$ cat src/sv/tscf_pkg.sv
// Types and codes for the server connection table: event and result
// transfer structs, event/segment/reply/status codes, slot state encoding.
// No dependencies.
package tscf_pkg;

  typedef enum logic [2:0] {
    MODE_SEG    = 3'd0,
    MODE_OPEN   = 3'd1,
    MODE_LISTEN = 3'd2,
    MODE_READ   = 3'd3,
    MODE_CLOSE  = 3'd4
  } mode_e;

  typedef enum logic [2:0] {
    SEG_SYN     = 3'd0,
    SEG_SYNACK  = 3'd1,
    SEG_FIN     = 3'd2,
    SEG_FINACK  = 3'd3,
    SEG_DATA    = 3'd4,
    SEG_DATAACK = 3'd5
  } seg_type_e;

  typedef enum logic [1:0] {
    RP_SYNACK  = 2'd0,
    RP_FINACK  = 2'd1,
    RP_DATAACK = 2'd2
  } reply_e;

  typedef enum logic [1:0] {
    STAT_OK        = 2'd0,
    STAT_NO_SLOT   = 2'd1,
    STAT_DROP      = 2'd2,
    STAT_NOT_READY = 2'd3
  } status_e;

  // Connection state of one slot, one-hot in the table
  typedef enum logic [3:0] {
    CS_CLOSED = 4'b0001,
    CS_LISTEN = 4'b0010,
    CS_CONN   = 4'b0100,
    CS_CWAIT  = 4'b1000
  } conn_state_e;

  typedef struct packed {
    logic [2:0]  mode;
    logic [2:0]  slot;
    logic [15:0] open_port;
    logic [2:0]  seg_type;
    logic [15:0] cli_port;
    logic [15:0] srv_port;
    logic [7:0]  src_node;
    logic [31:0] seq_num;
    logic [10:0] seg_len;
    logic [16:0] read_len;
  } in_t;

  typedef struct packed {
    logic        send_reply;
    logic [1:0]  reply_type;
    logic [15:0] reply_from_port;
    logic [15:0] reply_to_port;
    logic [7:0]  reply_node;
    logic [31:0] ack_num;
    logic        accept_data;
    logic [15:0] write_offset;
    logic [2:0]  slot_out;
    logic [1:0]  slot_state;
    logic [1:0]  status;
    logic [16:0] buf_used;
  } out_t;

  // Map the one-hot slot state to its 2-bit report code
  function automatic logic [1:0] cs_code(conn_state_e st);
    logic [1:0] code;
    unique case (st)
      CS_CLOSED: code = 2'd0;
      CS_LISTEN: code = 2'd1;
      CS_CONN:   code = 2'd2;
      CS_CWAIT:  code = 2'd3;
      default:   code = 2'd0;
    endcase
    return code;
  endfunction

endpackage

$ cat src/sv/transport_server_connection_fsm.sv
// Server connection table: slot registers, port match, per-event update.
// Depends on tscf_pkg.
//
// One event is taken in every clock cycle (busy_o stays low). An event
// accepted at one edge is registered there, handled against the slot table
// in the following cycle, and its result is driven on result_o with done_o
// high for the one cycle that starts at the next edge. The receiver cannot
// hold a result off and must take it in that cycle. The table update of an
// event is visible to the event right behind it. The per-cycle path is the
// port match over all SLOTS entries followed by one 32-bit add/compare on
// the selected slot. After reset all slots are free and closed.
module transport_server_connection_fsm
  import tscf_pkg::*;
#(
  parameter int SLOTS        = 8,
  parameter int BUF_BYTES    = 65536,
  parameter int SEG_DATA_MAX = 1500
) (
  input  logic clk_i,
  input  logic rst_ni,
  input  logic start_i,
  output logic busy_o,
  input  in_t  item_i,
  output logic done_o,
  output out_t result_o
);

  localparam int SW = (SLOTS > 1) ? $clog2(SLOTS) : 1;
  localparam int PW = ((SW > 3) ? SW : 3) + 1;
  localparam int FW = $clog2(BUF_BYTES + 1);
  localparam int XW = (FW > 17) ? FW : 17;
  localparam int AW = ((FW > 11) ? FW : 11) + 1;

  typedef struct packed {
    logic [15:0]   lport;
    logic [15:0]   pport;
    logic [7:0]    pnode;
    logic [31:0]   exp_seq;
    logic [FW-1:0] fill;
  } entry_t;

  logic        in_vld_q;
  in_t         in_q;
  logic        done_q;
  out_t        res_q, res_d;

  logic        used_q  [SLOTS];
  conn_state_e state_q [SLOTS];
  entry_t      ent_q   [SLOTS];

  logic          hit, free_hit, slot_ok;
  logic [SW-1:0] midx, free_idx, sidx, sel_idx;
  logic [PW-1:0] slot_x, sel_x;
  entry_t        cur, ent_n;
  conn_state_e   cur_st, state_n;
  logic          cur_used, used_n;
  logic [AW-1:0] fill_sum;
  logic [XW-1:0] fill_x;

  assign busy_o = 1'b0;

  // Input register
  always_ff @(posedge clk_i or negedge rst_ni) begin
    if (!rst_ni) begin
      in_vld_q <= 1'b0;
    end else begin
      in_vld_q <= start_i && !busy_o;
    end
  end

  always_ff @(posedge clk_i) begin
    if (start_i && !busy_o) begin
      in_q <= item_i;
    end
  end

  // Port match: last in-use slot wins. Free search: lowest free slot wins.
  always_comb begin
    hit      = 1'b0;
    midx     = '0;
    free_hit = 1'b0;
    free_idx = '0;
    for (int i = 0; i < SLOTS; i++) begin
      if (used_q[i] && ent_q[i].lport == in_q.srv_port) begin
        hit  = 1'b1;
        midx = SW'(i);
      end
    end
    for (int i = SLOTS - 1; i >= 0; i--) begin
      if (!used_q[i]) begin
        free_hit = 1'b1;
        free_idx = SW'(i);
      end
    end
  end

  assign slot_x  = PW'(in_q.slot);
  assign sidx    = slot_x[SW-1:0];
  assign slot_ok = (slot_x < PW'(SLOTS)) && used_q[sidx];

  always_comb begin
    unique case (in_q.mode)
      MODE_SEG:  sel_idx = midx;
      MODE_OPEN: sel_idx = free_idx;
      default:   sel_idx = sidx;
    endcase
  end

  assign sel_x    = PW'(sel_idx);
  assign cur      = ent_q[sel_idx];
  assign cur_st   = state_q[sel_idx];
  assign cur_used = used_q[sel_idx];
  assign fill_x   = XW'(cur.fill);
  assign fill_sum = AW'(cur.fill) + AW'(in_q.seg_len);

  always_comb begin
    res_d   = '0;
    ent_n   = cur;
    state_n = cur_st;
    used_n  = cur_used;

    unique case (in_q.mode)
      MODE_SEG: begin
        res_d.status = STAT_DROP;
        if (hit) begin
          unique case (cur_st)
            CS_LISTEN: begin
              if (in_q.seg_type == SEG_SYN) begin
                ent_n.pnode   = in_q.src_node;
                ent_n.pport   = in_q.cli_port;
                ent_n.exp_seq = in_q.seq_num;
                state_n       = CS_CONN;
                res_d.send_reply = 1'b1;
                res_d.reply_type = RP_SYNACK;
                res_d.status     = STAT_OK;
              end
            end
            CS_CONN: begin
              if (in_q.seg_type == SEG_FIN) begin
                state_n          = CS_CWAIT;
                res_d.send_reply = 1'b1;
                res_d.reply_type = RP_FINACK;
                res_d.status     = STAT_OK;
              end else if (in_q.seg_type == SEG_SYN) begin
                res_d.send_reply = 1'b1;
                res_d.reply_type = RP_SYNACK;
                res_d.status     = STAT_OK;
              end else if (in_q.seg_type == SEG_DATA &&
                           17'(in_q.seg_len) <= 17'(SEG_DATA_MAX)) begin
                if (cur.exp_seq == in_q.seq_num) begin
                  // In order: take it only if it fits, else drop silently
                  if (fill_sum <= AW'(BUF_BYTES)) begin
                    ent_n.fill          = FW'(fill_sum);
                    ent_n.exp_seq       = cur.exp_seq + 32'(in_q.seg_len);
                    res_d.accept_data   = 1'b1;
                    res_d.write_offset  = fill_x[15:0];
                    res_d.send_reply    = 1'b1;
                    res_d.reply_type    = RP_DATAACK;
                    res_d.ack_num       = cur.exp_seq + 32'(in_q.seg_len);
                    res_d.status        = STAT_OK;
                  end
                end else begin
                  res_d.send_reply = 1'b1;
                  res_d.reply_type = RP_DATAACK;
                  res_d.ack_num    = cur.exp_seq;
                  res_d.status     = STAT_OK;
                end
              end
            end
            CS_CWAIT: begin
              if (in_q.seg_type == SEG_FIN) begin
                res_d.send_reply = 1'b1;
                res_d.reply_type = RP_FINACK;
                res_d.status     = STAT_OK;
              end
            end
            default: ;
          endcase
          if (res_d.send_reply) begin
            res_d.reply_from_port = in_q.srv_port;
            res_d.reply_to_port   = in_q.cli_port;
            res_d.reply_node      = ent_n.pnode;
          end
          res_d.slot_out   = sel_x[2:0];
          res_d.slot_state = cs_code(state_n);
          res_d.buf_used   = 17'(ent_n.fill);
        end
      end
      MODE_OPEN: begin
        if (free_hit) begin
          used_n        = 1'b1;
          state_n       = CS_CLOSED;
          ent_n.lport   = in_q.open_port;
          ent_n.pport   = '0;
          ent_n.pnode   = '0;
          ent_n.exp_seq = '0;
          ent_n.fill    = '0;
          res_d.slot_out   = sel_x[2:0];
          res_d.slot_state = cs_code(CS_CLOSED);
          res_d.status     = STAT_OK;
        end else begin
          res_d.status = STAT_NO_SLOT;
        end
      end
      MODE_LISTEN, MODE_READ, MODE_CLOSE: begin
        res_d.slot_out = in_q.slot;
        if (!slot_ok) begin
          res_d.status = STAT_DROP;
        end else begin
          res_d.status = STAT_OK;
          if (in_q.mode == MODE_LISTEN) begin
            state_n = CS_LISTEN;
          end else if (in_q.mode == MODE_READ) begin
            if (fill_x >= XW'(in_q.read_len)) begin
              ent_n.fill = cur.fill - FW'(in_q.read_len);
            end else begin
              res_d.status = STAT_NOT_READY;
            end
          end else begin
            ent_n.fill = '0;
            state_n    = CS_CLOSED;
            used_n     = 1'b0;
          end
          res_d.slot_state = cs_code(state_n);
          res_d.buf_used   = 17'(ent_n.fill);
        end
      end
      default: begin
        res_d.status = STAT_DROP;
      end
    endcase
  end

  // Table write-back: unchanged fields are written with their own value
  always_ff @(posedge clk_i or negedge rst_ni) begin
    if (!rst_ni) begin
      for (int i = 0; i < SLOTS; i++) begin
        used_q[i]  <= 1'b0;
        state_q[i] <= CS_CLOSED;
      end
    end else if (in_vld_q) begin
      used_q[sel_idx]  <= used_n;
      state_q[sel_idx] <= state_n;
    end
  end

  always_ff @(posedge clk_i) begin
    if (in_vld_q) begin
      ent_q[sel_idx] <= ent_n;
    end
  end

  // Result register
  always_ff @(posedge clk_i or negedge rst_ni) begin
    if (!rst_ni) begin
      done_q <= 1'b0;
    end else begin
      done_q <= in_vld_q;
    end
  end

  always_ff @(posedge clk_i) begin
    if (in_vld_q) begin
      res_q <= res_d;
    end
  end

  assign done_o   = done_q;
  assign result_o = res_q;

  // Every accepted event yields exactly one result, through the input and result registers
  a_one_result: assert property (@(posedge clk_i) disable iff (!rst_ni)
    (start_i && !busy_o) |=> ##1 done_o)
    else $error("accepted event produced no result");

  a_no_spurious: assert property (@(posedge clk_i) disable iff (!rst_ni)
    !in_vld_q |=> !done_o)
    else $error("result without an accepted event");

  a_reply_ok: assert property (@(posedge clk_i) disable iff (!rst_ni)
    (done_o && result_o.send_reply) |-> (result_o.status == STAT_OK))
    else $error("reply sent with non-ok status");

  a_accept_ack: assert property (@(posedge clk_i) disable iff (!rst_ni)
    (done_o && result_o.accept_data) |->
      (result_o.send_reply && result_o.reply_type == RP_DATAACK))
    else $error("accepted data without a data ack");

  a_quiet_reply: assert property (@(posedge clk_i) disable iff (!rst_ni)
    (done_o && !result_o.send_reply) |->
      (result_o.ack_num == '0 && result_o.reply_node == '0 && !result_o.accept_data))
    else $error("reply fields set without a reply");

endmodule

$ cat config.mk
export PLATFORM = sky130hd
export DESIGN_NAME = transport_server_connection_fsm
export DESIGN_NICKNAME = d
export VERILOG_FILES = /design/src/sv/tscf_pkg.sv /design/src/sv/transport_server_connection_fsm.sv
export SDC_FILE = /design/constraint.sdc
export NUM_CORES = 2
export LEC_CHECK = 0
export BUFFER_PORTS_ARGS = -buffer_cell sky130_fd_sc_hd__clkbuf_2
export CAP_MARGIN = 20
export CELL_PAD_IN_SITES_DETAIL_PLACEMENT = 0
export CELL_PAD_IN_SITES_GLOBAL_PLACEMENT = 1
export CORE_ASPECT_RATIO = 1.4
export CORE_MARGIN = 2
export CORE_UTILIZATION = 35
export CTS_CLUSTER_DIAMETER = 50
export DETAILED_ROUTE_END_ITERATION = 12
export GPL_TIMING_DRIVEN = 0
export HOLD_SLACK_MARGIN = 0.05
export PLACE_DENSITY_LB_ADDON = 0.1
export RECOVER_POWER = 25
export SLEW_MARGIN = 10
export SYNTH_ARGS = -nofsm -noshare
export SYNTH_HDL_FRONTEND = slang
export SYNTH_SLANG_ARGS = --single-unit
export TNS_END_PERCENT = 100
$ cat constraint.sdc
create_clock -name clk_i -period 14.1 [get_ports clk_i]
set_input_delay 1.41 -clock clk_i [delete_from_list [all_inputs] [get_ports clk_i]]
set_output_delay 1.41 -clock clk_i [all_outputs]
set_load 0.02 [all_outputs]
==> metrics.txt <==
r2r setup slk=between 0.6 and 0.7 ns; reg2reg start=in_q[76]$_DFFE_PP_; Final Setup Violations=0; HP Class=reg2reg; first drt pass iteration count=6; Clock transition at path regs=roughly 0.060 ns; FMAX=0.0745 GHz; worst-skew pair later-pin latency=~0.72 ns; Crit path required time=between 10 and 15 ns; grt ovf=0; Distinct cells, synth=100; Post-Synthesis Cells=between 3000 and 4000; Post-DP HPWL=about 120000 µm; number of global-route vias before repair=slightly above 30000; Fin. Hold Viols=0; most common cell after layout, fill and taps aside=edfxtp_1; # rows=149; final WL=approximately 170000 µm; die area=121000 µm²; initial core utilization=a little over a third; status=complete, but fails checks; Slowest-stage cell, CP=clkbuf_1; Peak VDD IR=0.000116 V; yosys warns=0; routed wl met2=approximately 85000 µm; GPL Wtd Cong=0.965; share of synthesized area occupied by flip-flops and latches=approximately 62%; relative slew slack=-168%; Worst setup SP type=register; first-pass GRT wire length=233000 µm; CTS H-tree lvls=3; Avg Vias per Cell=between 5 and 6; top_reg_cell synth=edfxtp_1; power per cell area=~160 nW/µm²; most used cell, CP=clkbuf_1; placed cell count=5386; Int Power=between 0.005 and 0.006 W; r2r endpoint=ent_q[1][18]$_DFFE_PP_; Min-Delay Path Depth=2; P_leak=between 15 and 20 nW; RSZ-0062 raised after global routing=false; highest routing layer actually used=met5; clock tree buffer depth=3; Area Growth Syn to Fin=17.9%; WL/cell=29.9 µm; gr usage total=between 20% and 30%; Sw Ratio=between 30% and 40%; failing checks=max-capacitance violations, max-slew violations; fin nets=4073; synthesized net count=3671; sw power=~0.0026 W; transition time at the pin with the least slew margin=approximately 4.0 ns; CTS tree=done; Num CTS Buffers=99; min-delay src=state_q[18]$_DFFE_PN0P_; Critical Path Fanout Max=10; largest net degree at the start of global routing=70; Pins Over Slew Limit=between 200 and 300; clock power share=approximately a third; hold buffer count at CTS=0; Reg2Reg Depth=35; number of flops mapped to enable cells by yosys=825; Die W=around 300 µm; Finished Layout Cells=around 5600; flip-flop and latch count after synthesis=867; initial antenna violation count=4; met1 WL=around 64000 µm; count of input and output buffers=approximately 240; First DRT Iteration DRCs=2648; Post-DRT Antenna Nets=0; Worst EP arrival=about 14 ns; met3 wire length=8510 µm; commonest non-fill, non-tap cells in the layout=edfxtp_1 (825), nand2_1 (525), clkbuf_1 (221); CP endpoint kind=register; Sequential Power Share=roughly two fifths; clock skew=between 0.02 and 0.025 ns; chip height=roughly 410 µm; worst hold slack=0.478 ns; Worst path max stage delay=~0.9 ns; Cell Area, Synth=around 41000 µm²; Period minus WS final=approximately 13 ns; Sink Count=slightly below 900; root buffer cell=clkbuf_16; WHS Endpoint=state_q[18]$_DFFE_PN0P_; total of max-cap violations=5; layout cells sized above 1=13.4%; Core ar.=118000 µm²; FFs w/ async S/R, synth=4.84%; post-route DRC violation count=0; Ports=~250; Avg Synthesized Cell Area=11.8 µm²; part of the power in combinational logic=~25%; Vias=31300; Tcrit/Tclk final=a little over nine tenths; Setup CP Type=reg2reg
==> synth_stat cells, types with 36 or more instances <==
cell type | n | area, µm²
nand4_1 | 51 | 319
a21oi_1 | 171 | 856
inv_1 | 65 | 244
nor3_1 | 41 | 205
edfxtp_1 | 825 | 24800
o211ai_1 | 42 | 315
xnor2_1 | 109 | 955
and3_1 | 78 | 488
o21ai_0 | 148 | 741
clkbuf_1 | 136 | 510
ha_1 | 39 | 488
nand3_1 | 137 | 686
a211oi_1 | 36 | 270
nand2_1 | 525 | 1970
mux2i_1 | 80 | 801
nor4_1 | 40 | 250
and2_1 | 51 | 319
xor2_1 | 78 | 683
nor2_1 | 215 | 807
a31oi_1 | 63 | 394
==> per-stage QoR <==
stage / setup TNS, ns / utilization (%) / worst slack, ns / power (W) / cell area, µm²
floorplan: 0 / - / 5.51 / 0.00444 / 41400
global placement: -337.11 / 38.0 / -1.66 / 0.00528 / 44600
detailed placement: 0 / 38.9 / 0.675 / 0.00533 / 45700
CTS: 0 / 41.7 / 0.616 / 0.00795 / 49000
global route: 0 / 41.5 / 0.134 / 0.00820 / 48900
finish: 0 / 41.5 / 0.669 / 0.00790 / 48900
==> area by class of cell <==
type	count	area, µm²
inverters	67	267
clock inverters	60	689
fillers	11300	68800
flip-flops and latches	867	25800
plain buffers	209	900
multi-input cells	2358	14600
clock buffers	122	2580
repair buffers	301	1970
well taps	1585	1980
diodes	2	5.00
==> how the worst max path moves through the flow <==
stage                                   from                endpoint  depth (start not counted)
after floorplan           in_q[83]$_DFFE_PP_  ent_q[0][42]$_DFFE_PP_                         35
after global placement    in_vld_q$_DFF_PN0_  state_q[4]$_DFFE_PN1P_                          3
after detailed placement  in_q[76]$_DFFE_PP_  ent_q[2][46]$_DFFE_PP_                         35
after CTS                 in_q[76]$_DFFE_PP_  ent_q[6][46]$_DFFE_PP_                         35
after global routing      in_q[76]$_DFFE_PP_  ent_q[0][47]$_DFFE_PP_                         35
final                     in_q[76]$_DFFE_PP_  ent_q[1][18]$_DFFE_PP_                         35
==> flip-flops by register name, summed over array words and instances (netlist names) <==
| signal | count |
|---|---|
| result_o | 116 |
| done_o | 1 |
| ent_q | 584 |
| in_vld_q | 1 |
| sidx | 3 |
| used_q | 8 |
| in_q | 122 |
| state_q | 32 |
==> what timing repair did <==
action                                  in CTS  in global routing
setup buffers                                0                  0
resized for setup                            0                  1
endpoints found under the setup margin       0                  8
==> power groups by stage <==
stage,combinational [W],clock (W),sequential (W)
3_3_place_gp,0.00189,0,0.00339
3_5_place_dp,0.00198,0,0.00336
5_1_grt,0.00212,0.00275,0.00333
4_1_cts,0.00199,0.00266,0.00330
6_report,0.00199,0.00261,0.00331
2_1_floorplan,0.00110,0,0.00334
==> critical path, delay by kind of cell (launching register included) <==
family                     cells  cell delay (ns)
DFF                            1             0.35
adders and majority gates      1             0.26
xor gates and xnor gates       2             0.72
AOI/OAI and AO/OA             14             4.34
buffers and inverters          9             4.90
and+or+nand+nor                9             2.38
==> routing by layer <==
metal / up-vias / track usage [%]
met5: - / 0
met3: 268 / 3.33
met1: 15900 / 32.1
li1: 14100 / -
met4: 4 / 13.3
met2: 1134 / 48.8
==> logic make-up (layout without fill, tap and decap cells) <==
| group | count (synthesis) | after routing | share of synthesized area [%] |
|---|---|---|---|
| simple gates | 1249 | 1249 | 14.2 |
| mux | 115 | 115 | 2.96 |
| buf+inv | 276 | 759 | 2.77 |
| compound gates | 764 | 764 | 12.4 |
| other cells | 1 | 3 | 0.00905 |
| fa+ha+maj | 42 | 42 | 1.32 |
| xor+xnor | 187 | 187 | 3.95 |
| flops | 867 | 867 | 62.3 |
Power figures use the tool's default switching activity.
